===== src/sv/abpl_pkg.sv =====
package abpl_pkg;

  localparam int unsigned TABLE_ENTRIES = 16;
  localparam int unsigned IDX_W = (TABLE_ENTRIES > 1) ? $clog2(TABLE_ENTRIES) : 1;

  localparam logic [6:0] OPC_JAL    = 7'h6F;
  localparam logic [6:0] OPC_JALR   = 7'h67;
  localparam logic [6:0] OPC_BRANCH = 7'h63;

  localparam logic CMD_PREDICT = 1'b0;
  localparam logic CMD_UPDATE  = 1'b1;

  localparam logic [1:0] CTR_WEAK_TAKEN     = 2'd2;
  localparam logic [1:0] CTR_WEAK_NOT_TAKEN = 2'd1;
  localparam logic [1:0] CTR_MAX            = 2'd3;
  localparam logic [1:0] CTR_MIN            = 2'd0;

  typedef enum logic [1:0] {
    ST_IDLE,
    ST_EXEC,
    ST_SCAN,
    ST_FILL
  } abpl_state_e;

  // controller -> datapath
  typedef struct packed {
    logic capture;
    logic predict;
    logic update;
    logic scan_step;
    logic fill;
  } abpl_cmd_t;

  // datapath -> controller
  typedef struct packed {
    logic is_update;
    logic need_scan;
    logic scan_last;
  } abpl_status_t;

  function automatic logic [31:0] imm_b(input logic [31:0] w);
    return {{19{w[31]}}, w[31], w[7], w[30:25], w[11:8], 1'b0};
  endfunction

  function automatic logic [31:0] imm_j(input logic [31:0] w);
    return {{11{w[31]}}, w[31], w[19:12], w[20], w[30:21], 1'b0};
  endfunction

endpackage


===== src/sv/abpl_ctrl.sv =====
module abpl_ctrl (
  input  logic                  clk_i,
  input  logic                  rst_ni,
  input  logic                  in_valid_i,
  output logic                  in_stall_o,
  output logic                  out_valid_o,
  input  logic                  out_stall_i,
  input  abpl_pkg::abpl_status_t status_i,
  output abpl_pkg::abpl_cmd_t    cmd_o
);
  import abpl_pkg::*;

  abpl_state_e state_q, state_d;
  logic        out_valid_q, out_valid_d;
  logic        out_free;

  // output register can take a new result this cycle
  assign out_free = !out_valid_q || !out_stall_i;

  always_comb begin
    state_d = state_q;
    case (state_q)
      ST_IDLE: begin
        if (in_valid_i) state_d = ST_EXEC;
      end
      ST_EXEC: begin
        if (status_i.is_update) begin
          state_d = status_i.need_scan ? ST_SCAN : ST_IDLE;
        end else if (out_free) begin
          state_d = ST_IDLE;
        end
      end
      ST_SCAN: begin
        if (status_i.scan_last) state_d = ST_FILL;
      end
      ST_FILL: begin
        state_d = ST_IDLE;
      end
      default: begin
        state_d = ST_IDLE;
      end
    endcase
  end

  always_comb begin
    cmd_o      = '0;
    in_stall_o = 1'b1;
    case (state_q)
      ST_IDLE: begin
        in_stall_o    = 1'b0;
        cmd_o.capture = in_valid_i;
      end
      ST_EXEC: begin
        cmd_o.predict = !status_i.is_update && out_free;
        cmd_o.update  = status_i.is_update;
      end
      ST_SCAN: begin
        cmd_o.scan_step = 1'b1;
      end
      ST_FILL: begin
        cmd_o.fill = 1'b1;
      end
      default: begin
        cmd_o = '0;
      end
    endcase
  end

  always_comb begin
    if (cmd_o.predict) begin
      out_valid_d = 1'b1;
    end else begin
      out_valid_d = out_valid_q && out_stall_i;
    end
  end

  always_ff @(posedge clk_i or negedge rst_ni) begin
    if (!rst_ni) begin
      state_q     <= ST_IDLE;
      out_valid_q <= 1'b0;
    end else begin
      state_q     <= state_d;
      out_valid_q <= out_valid_d;
    end
  end

  assign out_valid_o = out_valid_q;

endmodule


===== src/sv/abpl_dp.sv =====
module abpl_dp (
  input  logic                   clk_i,
  input  logic                   rst_ni,
  input  logic                   cfg_we_i,
  input  logic                   cfg_wdata_i,
  input  logic                   cmd_i,
  input  logic [31:0]            pc_i,
  input  logic [31:0]            instruction_i,
  input  logic                   resolved_taken_i,
  input  logic [31:0]            resolved_target_i,
  output logic                   br_taken_o,
  output logic [31:0]            next_fetch_pc_o,
  input  abpl_pkg::abpl_cmd_t    ctl_i,
  output abpl_pkg::abpl_status_t status_o
);
  import abpl_pkg::*;

  // request registers
  logic        is_update_q;
  logic [31:0] pc_q;
  logic [31:0] instr_q;
  logic        res_taken_q;
  logic [31:0] res_target_q;

  logic        enable_q;
  logic [31:0] stamp_q;

  // table
  logic [TABLE_ENTRIES-1:0] valid_q;
  logic [31:0]              tag_q    [TABLE_ENTRIES];
  logic [1:0]               ctr_q    [TABLE_ENTRIES];
  logic [31:0]              target_q [TABLE_ENTRIES];
  logic [31:0]              estamp_q [TABLE_ENTRIES];

  // victim search
  logic [IDX_W-1:0] scan_idx_q;
  logic [IDX_W-1:0] best_idx_q;
  logic [31:0]      best_stamp_q;

  logic        br_taken_q;
  logic [31:0] next_pc_q;

  logic [TABLE_ENTRIES-1:0] hit_vec;
  logic                     hit;
  logic [IDX_W-1:0]         hit_idx;
  logic                     has_free;
  logic [IDX_W-1:0]         free_idx;

  logic [6:0]  opc;
  logic        is_jal;
  logic        is_jr_br;
  logic [31:0] stamp_inc;
  logic        tbl_taken;
  logic        back_taken;
  logic [31:0] offset;
  logic [31:0] seq_target;
  logic        taken_d;
  logic [31:0] next_pc_d;

  logic             we_stamp;
  logic             we_ctr_tgt;
  logic             we_alloc;
  logic [IDX_W-1:0] wr_idx;
  logic [1:0]       wr_ctr;
  logic [31:0]      wr_stamp;
  logic [1:0]       ctr_sat;
  logic [1:0]       ctr_init;

  // fully associative lookup, lowest index wins
  always_comb begin
    hit_vec  = '0;
    hit_idx  = '0;
    free_idx = '0;
    for (int i = 0; i < TABLE_ENTRIES; i++) begin
      hit_vec[i] = valid_q[i] && (tag_q[i] == pc_q);
    end
    for (int i = TABLE_ENTRIES - 1; i >= 0; i--) begin
      if (hit_vec[i]) hit_idx = IDX_W'(i);
      if (!valid_q[i]) free_idx = IDX_W'(i);
    end
  end

  assign hit      = |hit_vec;
  assign has_free = !(&valid_q);

  assign opc       = instr_q[6:0];
  assign is_jal    = (opc == OPC_JAL);
  assign is_jr_br  = (opc == OPC_JALR) || (opc == OPC_BRANCH);
  assign stamp_inc = stamp_q + 32'd1;

  assign tbl_taken  = enable_q && is_jr_br && hit && (ctr_q[hit_idx] >= CTR_WEAK_TAKEN);
  assign back_taken = enable_q && (opc == OPC_BRANCH) && !hit && instr_q[31];

  // one adder serves fall-through, JAL and backward-branch targets
  always_comb begin
    if (enable_q && is_jal) begin
      offset = imm_j(instr_q);
    end else if (back_taken) begin
      offset = imm_b(instr_q);
    end else begin
      offset = 32'd4;
    end
  end

  assign seq_target = pc_q + offset;
  assign taken_d    = tbl_taken || back_taken || (enable_q && is_jal);
  assign next_pc_d  = tbl_taken ? target_q[hit_idx] : seq_target;

  always_comb begin
    if (res_taken_q) begin
      ctr_sat  = (ctr_q[hit_idx] == CTR_MAX) ? CTR_MAX : ctr_q[hit_idx] + 2'd1;
      ctr_init = CTR_WEAK_TAKEN;
    end else begin
      ctr_sat  = (ctr_q[hit_idx] == CTR_MIN) ? CTR_MIN : ctr_q[hit_idx] - 2'd1;
      ctr_init = CTR_WEAK_NOT_TAKEN;
    end
  end

  always_comb begin
    we_stamp   = 1'b0;
    we_ctr_tgt = 1'b0;
    we_alloc   = 1'b0;
    wr_idx     = hit_idx;
    wr_ctr     = ctr_sat;
    wr_stamp   = stamp_inc;
    if (ctl_i.predict && enable_q && is_jr_br && hit) begin
      we_stamp = 1'b1;
    end else if (ctl_i.update && enable_q) begin
      if (hit) begin
        we_stamp   = 1'b1;
        we_ctr_tgt = 1'b1;
      end else if (has_free) begin
        we_stamp   = 1'b1;
        we_ctr_tgt = 1'b1;
        we_alloc   = 1'b1;
        wr_idx     = free_idx;
        wr_ctr     = ctr_init;
      end
    end else if (ctl_i.fill) begin
      // stamp already advanced when the update was taken
      we_stamp   = 1'b1;
      we_ctr_tgt = 1'b1;
      we_alloc   = 1'b1;
      wr_idx     = best_idx_q;
      wr_ctr     = ctr_init;
      wr_stamp   = stamp_q;
    end
  end

  always_ff @(posedge clk_i or negedge rst_ni) begin
    if (!rst_ni) begin
      enable_q <= 1'b1;
      stamp_q  <= '0;
      valid_q  <= '0;
    end else begin
      if (cfg_we_i) enable_q <= cfg_wdata_i;
      if ((ctl_i.predict && enable_q && is_jr_br) || (ctl_i.update && enable_q)) begin
        stamp_q <= stamp_inc;
      end
      if (we_alloc) valid_q[wr_idx] <= 1'b1;
    end
  end

  always_ff @(posedge clk_i) begin
    if (we_stamp) estamp_q[wr_idx] <= wr_stamp;
    if (we_ctr_tgt) begin
      ctr_q[wr_idx]    <= wr_ctr;
      target_q[wr_idx] <= res_target_q;
    end
    if (we_alloc) tag_q[wr_idx] <= pc_q;
  end

  always_ff @(posedge clk_i) begin
    if (ctl_i.capture) begin
      is_update_q  <= (cmd_i == CMD_UPDATE);
      pc_q         <= pc_i;
      instr_q      <= instruction_i;
      res_taken_q  <= resolved_taken_i;
      res_target_q <= resolved_target_i;
      scan_idx_q   <= IDX_W'(1);
      best_idx_q   <= '0;
      best_stamp_q <= estamp_q[0];
    end else if (ctl_i.scan_step) begin
      scan_idx_q <= scan_idx_q + IDX_W'(1);
      // strict compare keeps the lowest index on ties
      if (estamp_q[scan_idx_q] < best_stamp_q) begin
        best_idx_q   <= scan_idx_q;
        best_stamp_q <= estamp_q[scan_idx_q];
      end
    end
    if (ctl_i.predict) begin
      br_taken_q <= taken_d;
      next_pc_q  <= next_pc_d;
    end
  end

  assign status_o.is_update = is_update_q;
  assign status_o.need_scan = enable_q && !hit && !has_free;
  assign status_o.scan_last = (scan_idx_q == IDX_W'(TABLE_ENTRIES - 1));

  assign br_taken_o      = br_taken_q;
  assign next_fetch_pc_o = next_pc_q;

endmodule


===== src/sv/assoc_branch_predictor_lru_top.sv =====
// Channel   Handshake                 Payload
// config    cfg_we_i                  cfg_wdata_i (predict_enable)
// request   in_valid_i / in_stall_o   cmd_i, pc_i, instruction_i, resolved_taken_i,
//                                     resolved_target_i
// result    out_valid_o / out_stall_i br_taken_o, next_fetch_pc_o
//
// A request is accepted, then executed: parallel tag compare and table write.
// An update that misses on a full table adds a victim search over the stamps, one entry
// per cycle from entry 1, plus a fill state that writes the chosen victim entry.
// A predict waits in the execute state while the result register is held by out_stall_i.
// Reset empties the table, clears the stamp and enables prediction.
module assoc_branch_predictor_lru_top (
  input  logic        clk_i,
  input  logic        rst_ni,
  input  logic        cfg_we_i,
  input  logic        cfg_wdata_i,
  input  logic        in_valid_i,
  output logic        in_stall_o,
  input  logic        cmd_i,
  input  logic [31:0] pc_i,
  input  logic [31:0] instruction_i,
  input  logic        resolved_taken_i,
  input  logic [31:0] resolved_target_i,
  output logic        out_valid_o,
  input  logic        out_stall_i,
  output logic        br_taken_o,
  output logic [31:0] next_fetch_pc_o
);
  import abpl_pkg::*;

  abpl_cmd_t    ctl;
  abpl_status_t status;

  abpl_ctrl u_ctrl (
    .clk_i       (clk_i),
    .rst_ni      (rst_ni),
    .in_valid_i  (in_valid_i),
    .in_stall_o  (in_stall_o),
    .out_valid_o (out_valid_o),
    .out_stall_i (out_stall_i),
    .status_i    (status),
    .cmd_o       (ctl)
  );

  abpl_dp u_dp (
    .clk_i             (clk_i),
    .rst_ni            (rst_ni),
    .cfg_we_i          (cfg_we_i),
    .cfg_wdata_i       (cfg_wdata_i),
    .cmd_i             (cmd_i),
    .pc_i              (pc_i),
    .instruction_i     (instruction_i),
    .resolved_taken_i  (resolved_taken_i),
    .resolved_target_i (resolved_target_i),
    .br_taken_o        (br_taken_o),
    .next_fetch_pc_o   (next_fetch_pc_o),
    .ctl_i             (ctl),
    .status_o          (status)
  );

endmodule

===== config.mk =====
export PLATFORM = sky130hd
export DESIGN_NAME = assoc_branch_predictor_lru_top
export DESIGN_NICKNAME = d
export VERILOG_FILES = /design/src/sv/abpl_pkg.sv /design/src/sv/abpl_ctrl.sv /design/src/sv/abpl_dp.sv /design/src/sv/assoc_branch_predictor_lru_top.sv
export SDC_FILE = /design/constraint.sdc
export NUM_CORES = 2
export LEC_CHECK = 0
export BUFFER_PORTS_ARGS = -buffer_cell sky130_fd_sc_hd__buf_4
export CORE_UTILIZATION = 61
export CTS_CLUSTER_SIZE = 12
export DETAILED_ROUTE_END_ITERATION = 8
export GPL_TIMING_DRIVEN = 0
export PLACE_DENSITY_LB_ADDON = 0.1
export SYNTH_ARGS = -nofsm -noshare
export SYNTH_HDL_FRONTEND = slang
export SYNTH_SLANG_ARGS = --single-unit

===== constraint.sdc =====
create_clock -name clk_i -period 7.2 [get_ports clk_i]
set_input_delay 0.36 -clock clk_i [delete_from_list [all_inputs] [get_ports clk_i]]
set_output_delay 0.36 -clock clk_i [all_outputs]
set_load 0.005 [all_outputs]

# == Yosys cells after proc, flatten, opt, wreduce, memory -nomap -nowiden ==
# Memory sizes are Yosys's and may differ from the RTL's. A register that Yosys moved wholly into a read port is not among the register bits.
# Cells that the tools add are included.
# totals
n_memories,4
wordCells,192
in_bits,104
mem_bits_rw,1568
reg_bits,223
# classes
eq_ne,27
magnitude_cmp,4
add_sub_neg,5
muxes,86
n_reduce_logical,50
n_bitwise,1
# mem_list
memory,depth,width,rd,rd_clocked_by_memory_dff,wr,line_no,rtl
u_dp.estamp_q,16,32,2,1,1,abpl_dp.sv:33,logic [31:0] estamp_q [TABLE_ENTRIES];
u_dp.tag_q,16,32,16,0,1,abpl_dp.sv:30,logic [31:0] tag_q [TABLE_ENTRIES];
u_dp.target_q,16,32,1,0,1,abpl_dp.sv:32,logic [31:0] target_q [TABLE_ENTRIES];
u_dp.ctr_q,16,2,1,0,1,abpl_dp.sv:31,logic [1:0] ctr_q [TABLE_ENTRIES];
# ops
cell,n
$eq A32 B32 Y1,16
$mux W32,9
$mux W4,39
$add A32 B1 Y32 const B,1
$add A32 B32 Y32,1
$logic_and A1 B1 Y1,32
$lt A32 B32 Y1,1
$mux W2,15
$eq A7 B7 Y1 const B,3
$mux W1,21
$or A16 B16 Y16,1
$reduce_and A16 Y1,1
$reduce_or A16 Y1,1
$pmux W2 S4,1
$eq A2 B2 Y1 const B,3
$logic_or A1 B1 Y1,5
$lt A4 B5 Y1 const B,1
$add A4 B1 Y4 const B,1
$demux W1 S4,1
$eq A4 B4 Y1 const B,1
$ge A4 B1 Y1 const B,1
$logic_not A1 Y1,4
$logic_not A2 Y1,2
$ne A2 B2 Y1 const B,2
8 further kinds,10

# == Logic depth before layout (Yosys ltp) ==
# depth
depth_word,27
ltp_mapped,26
mapped_depth_nobuf,23

# == Hierarchy ==
# A second synthesis with hierarchy kept.
# unflattened
cells_unflattened,4356
area_unflattened_um2,74854.3
# modules_own_cells
module,seq_area_each_um2,cells_each,area_each_um2,n_inst
abpl_dp,53447.5,4340,74684.1,1
abpl_ctrl,75.1,16,170.2,1

# == Worst setup path after synthesis ==
# OpenSTA, ideal clock, no wires.
# synth_timing
path_kind,register to register
startpoint,register u_dp.pc_q[26]
endpoint,"register u_dp.next_pc_q[30], in the netlist u_dp.next_fetch_pc_o[30] (data pin)"
path_stages_with_launch,27
arrival_time_ns,6.113
n_path_buf,4
slack_ns,0.827
setup_ns,0.260
cell_sequence,edfxtp_1 > buf_2 > buf_2 > xor2_1 > nor4_1 > nand3_1 > nor4_1 > nor4_1 > and3_1 > nand2_1 > buf_2 > nor3_1 > clkbuf_1 > a21oi_1 > ha_1 > a21o_1 > a21o_1 > a2111oi_0 > o31a_1 > o311ai_0 > o41a_1 > a211oi_1 > o21ai_0 > a21oi_1 > o21ai_0 > xor2_1 > mux2_2
# synth_via
elab_chain_len,22
word_cells_on_any_way,61
classes_between,add/sub: 1; order compare: 1; eq/ne: 16; mux: 19; reduce/logical: 22; memory: 2
# synth_lines
element,line_no,rtl
from (decl),abpl_dp.sv:20,logic [31:0] pc_q;
from (signal assigned),abpl_dp.sv:176,pc_q <= pc_i;
$eq A32 B32 Y1,abpl_dp.sv:75,hit_vec[i] = valid_q[i] && (tag_q[i] == pc_q);
$logic_and A1 B1 Y1,abpl_dp.sv:75,
$mux W4 (16 in series),abpl_dp.sv:78,if (hit_vec[i]) hit_idx = IDX_W'(i);
$mem_v2 Z16 W2,n/a,
$ge A2 B2 Y1,abpl_dp.sv:91,assign tbl_taken = enable_q && is_jr_br && hit && (ctr_q[hit_idx] >= CTR_WEAK_TAKEN);
$logic_and A1 B1 Y1,abpl_dp.sv:91,
$mux W32 (*),abpl_dp.sv:107,assign next_pc_d = tbl_taken ? target_q[hit_idx] : seq_target;
named net u_dp.next_pc_d[30],abpl_dp.sv:58,logic [31:0] next_pc_d;
to (signal assigned),abpl_dp.sv:193,next_pc_q <= next_pc_d;
to (decl),abpl_dp.sv:41,logic [31:0] next_pc_q;
# The timed path passes the listed nets; every way through them passes the cells marked *.
# A chain may end at the register's enable or synchronous reset.

# == Worst setup path after layout ==
# layout_timing
startpoint,register u_dp.pc_q[3]
endpoint,"register u_dp.next_pc_q[28], in the netlist u_dp.next_fetch_pc_o[28] (data pin)"
# The elaborated chain is that of the path after synthesis.

==> summary by stage <==
Routing
The detailed-route vias per instance is approximately 6.7. For this block, the initial DRC count from the detailed router was 6,250. Once detail routing completed, the nets flagged for antenna violations numbered 0. The final layout contains routed wiring with a total length of between 200,000 and 250,000 um.

The average routed wire per standard cell is 32.9 um. The total via count after detailed routing is roughly 45,000. For this run, the detailed router's first-pass iteration total came to 6. The post-detailed-route DRC marker count is 0.

Clock network
TritonCTS built the clock tree. The clock passes through at most 3 buffers. The source-to-sink clock delay at the later pin of the worst-skew pair is between 800 and 900 ps. The H-tree depth is 4. Clock-pin slew was measured on the worst setup and hold paths at approximately 60 ps.

The root buffer cell chosen for the clock tree is clkbuf_16. Clock tree synthesis found a total of around 1,800 sinks. The number of buffers created by CTS is roughly 180.

Timing
Setup repair after global routing could not meet its margin everywhere. The max-slew violation count came to 12. In this run the tightest slew margin relative to its limit is -0.508%. The clock period could shrink to slightly above 7000 ps.

The final critical path takes up between 90% and 100% of the cycle. Hold is met by ~49 ps. The achievable clock frequency is 0.140 GHz. The setup violation total in the final timing report is 0. After routing, the total negative slack on setup checks comes to 0 ps. The number of failing hold endpoints at the final stage is 0.

For the final database, setup skew stands at between 30 and 40 ps. At the pin with the least slew margin, the transition time is about 1500 ps.

Yosys
The most used flip-flop cell after synthesis is edfxtp_1. The gate count of the mapped netlist is roughly 4,400. Summing the sequential cell areas from Yosys gives between 70% and 80% of the chip area. After synthesis, the share of cell area in mux cells is under 10%. The share of the synthesized area in the top cell type is 69.2%. The compound-cell area share of the yosys netlist is roughly 3.7%. After synthesis, the netlist uses 82 different library cells. The number of synthesis warnings is 0.

The number of nets handed over by synthesis was about 4,600. The synthesized netlist devotes approximately 1.1% of its cell area to adder and majority cells. The number of flip-flops and latches in the synthesized netlist is 1,795. After synthesis, the cell types taking the most area are edfxtp_1 (69%), xor2_1 (5.9%), mux4_2 (5.2%).

After synthesis, the largest family of logic cells by area is multiplexers. Of the total synthesized cell area, the portion taken by XOR and XNOR cells is 6.99%. Summing the areas of all and, or, nand and nor instances in the mapped netlist gives slightly above 6% of the synthesized area. The post-synthesis instance area is 75,100 um^2. The number of synthesized flops with an enable pin is ~1,700. The post-synthesis area per instance is ~17 um^2. The share of flip-flops with an asynchronous set or reset is between 2 and 3%.

The cell type contributing the most total cell area after synthesis is edfxtp_1.

Placement
The number of I/O port buffers is 138. The area of placed instances is 79,600 um^2. Detailed placement ended at an HPWL of between 100,000 and 150,000 um. The total placed cells including tap cells is between 6,000 and 7,000. Routability-driven placement finished with a final weighted congestion of around 0.96.

Outcome
The run finished, with violations left. The checks that failed: capacitance limit, slew limit.

Floorplanning
The core region is roughly 120,000 um^2. Once the floorplan was initialized, standard cells occupied 61.6% of the core. For this design the top-level I/O count stands at approximately 140. The floorplan step set the die width to between 300 and 400 um. The floorplan step set the die height to approximately 350 um. The die covers between 100,000 and 150,000 um^2. The row count is about 130.

Power and ir drop
The worst supply voltage drop on vdd is roughly 0.00028 V. The static power due to leakage is between 20 and 30 nW. Dividing total power by cell area gives a power density of about 270 nW/um^2.

Global route
The aggregate global-route resource usage is around a third. The number of global-route vias before repair was 43,400. The number of antenna violations at the first check in global routing is 9. The first global-routing pass estimated around 310,000 um of wire. Entering global routing, the biggest net connects 66 pins. Summed over all layers, the global routing overflow is 0.

Setup path
The setup path with the least slack is of type flip-flop to flip-flop. For the worst setup path, the data arrival time is between 7000 and 8000 ps. For this design, the slowest cell found on the critical path is or4_1. The launch point of the critical path is u_dp.pc_q[3]. The kind of start point of the critical path is a flip-flop. For this run, the slowest stage of the critical path takes ~670 ps. Counting cells, the worst reg-to-reg path comes to 26. The required time of the critical path is 7730 ps. The kind of end point of the critical path is a flip-flop.

In this run the worst path has a maximum fanout of 11. The worst register-to-register path begins at u_dp.pc_q[3].

Worst hold path
The path class of the tightest hold or removal check is primary input to flip-flop. In this run the most critical hold path is launched from in_valid_i. The number of stages on the worst hold path is 3.

Layout
At the end of the flow, the number of nets in the layout was slightly above 5,000. The final instance area is slightly below 90,000 um^2. Leaving out filler cells and counting taps, the final layout contains approximately 6,700. The signed area change from the synthesized netlist to the final layout is 15.5%. The post-route netlist has around 18% of its cells at a drive strength greater than 1. The number of fill cells is 7,597.

Flow run
The count of maximum capacitance violations is 3.
[flip-flops by register name, summed over array words and instances (netlist names), 16 cells and up, named ones only]
register              flops
u_dp.estamp_q           512
u_dp.tag_q              512
u_dp.target_q           512
u_dp.best_stamp_q        32
u_dp.ctr_q               32
u_dp.instr_q             32
u_dp.next_fetch_pc_o     32
u_dp.pc_q                32
u_dp.res_target_q        32
u_dp.stamp_q             32
u_dp.valid_q             16
[cells in the mapped netlist, drive strengths merged (8+ instances only)]
library cell	count
a2111oi	18
a211oi	24
a21o	33
a21oi	42
a221o	18
a221oi	41
a311oi	8
a31oi	26
and2	37
and3	22
buf	142
clkbuf	61
dfrtp	51
dfxtp	12
edfxtp	1731
ha	63
inv	67
mux2	65
mux2i	204
mux4	172
nand2	147
nand2b	23
nand3	62
nand4	56
nand4b	24
nor2	159
nor2b	20
nor3	32
nor4	207
o21a	10
o21ai	94
o21bai	15
o221ai	21
or3	13
or4	19
xnor2	90
xor2	509
[cell type report]
| cell class | count | area, um^2 | share of cell area [%] |
|---|---|---|---|
| tap | 1625 | 2030 | 2.34 |
| inverter | 67 | 251 | 0.290 |
| buffer | 190 | 1300 | 1.50 |
| clock inverter | 55 | 410 | 0.473 |
| clock buffer | 241 | 4890 | 5.63 |
| timing repair buffer | 339 | 3590 | 4.14 |
| multi-input combinational | 2347 | 20700 | 23.9 |
| antenna | 1 | 2.50 | 0.00289 |
| sequential | 1795 | 53500 | 61.7 |
[through the flow]
step           power [mW]  setup slack (ps)  utilization [%]
4_1_cts              23.7             -58.8             71.0
6_report             23.8              60.4             71.2
5_1_grt              24.3             -74.9             71.2
2_1_floorplan        13.7               827                -
3_5_place_dp         15.0             -2840             65.3
3_3_place_gp         14.9             -3000             64.1
[critical path: cells and delay by family (launching register included)]
kind | cells | cell delay [ps]
AO/OA/AOI/OAI | 11 | 2650
XOR/XNOR | 2 | 360
adder cells (fa/ha/maj) | 1 | 250
buffers and inverters | 4 | 820
flip-flops | 1 | 490
multiplexers | 1 | 420
AND/OR/NAND/NOR | 7 | 1820
[metal layers]
layer | wire length (um) | GRT usage, % | vias to the layer above | part of all wire [%]
met5 | 0 | 0 | - | 0
met4 | 10100 | 15.5 | 0 | 4.6
met3 | 27000 | 8.45 | 552 | 12
met2 | 99500 | 53.1 | 3069 | 45
met1 | 82800 | 49.6 | 22500 | 38
li1 | - | - | 18400 | -
[report_power, final]
part           internal (mW)  total, mW  switching (mW)
logic                  0.804       2.78            1.97
registers               12.1       12.3           0.281
clock network           4.75       8.69            3.95
[placed cells by master, fill, tap and decap left out, types with 82 or more instances in the layout]
master,netlist,layout
nand2_1,147,147
dlygate4sd3_1,0,102
clkbuf_1,61,106
nor4_1,205,195
edfxtp_1,1731,1731
clkbuf_16,0,183
nor2_1,159,111
xor2_1,509,507
buf_4,38,214
xnor2_1,90,89
mux4_2,172,172
o21ai_0,83,82
mux2i_1,203,203
[cells by family (layout without fill, tap and decap cells)]
kind of cell / count (synthesis) / in the layout
XOR/XNOR: 599 / 599
adder cells (fa/ha/maj): 64 / 64
buffers and inverters: 270 / 892
multiplexers: 441 / 441
other: 0 / 1
flip-flops: 1795 / 1795
AND/OR/NAND/NOR: 849 / 849
AO/OA/AOI/OAI: 394 / 394
[worst paths after layout]
path | to | slack [ps]
min | u_dp.scan_idx_q[0] | 50
min in group asynchronous | u_dp.stamp_q[4] | 170
max reg2reg | u_dp.next_fetch_pc_o[28] | 60
min reg2reg | u_dp.best_idx_q[2] | 500
max | u_dp.next_fetch_pc_o[28] | 60
max in group asynchronous | u_dp.stamp_q[26] | 6510
[what timing repair did]
item | 4_1_cts | 5_1_grt
setup buffers | 46 | 5
gates resized for setup | 54 | 36
hold buffers | 102 | 0
pin swaps | 4 | 6
hold endpoints to repair | 153 | 0
setup endpoints to repair | 1512 | 25
No activity file was read; power rests on OpenSTA's default activity.
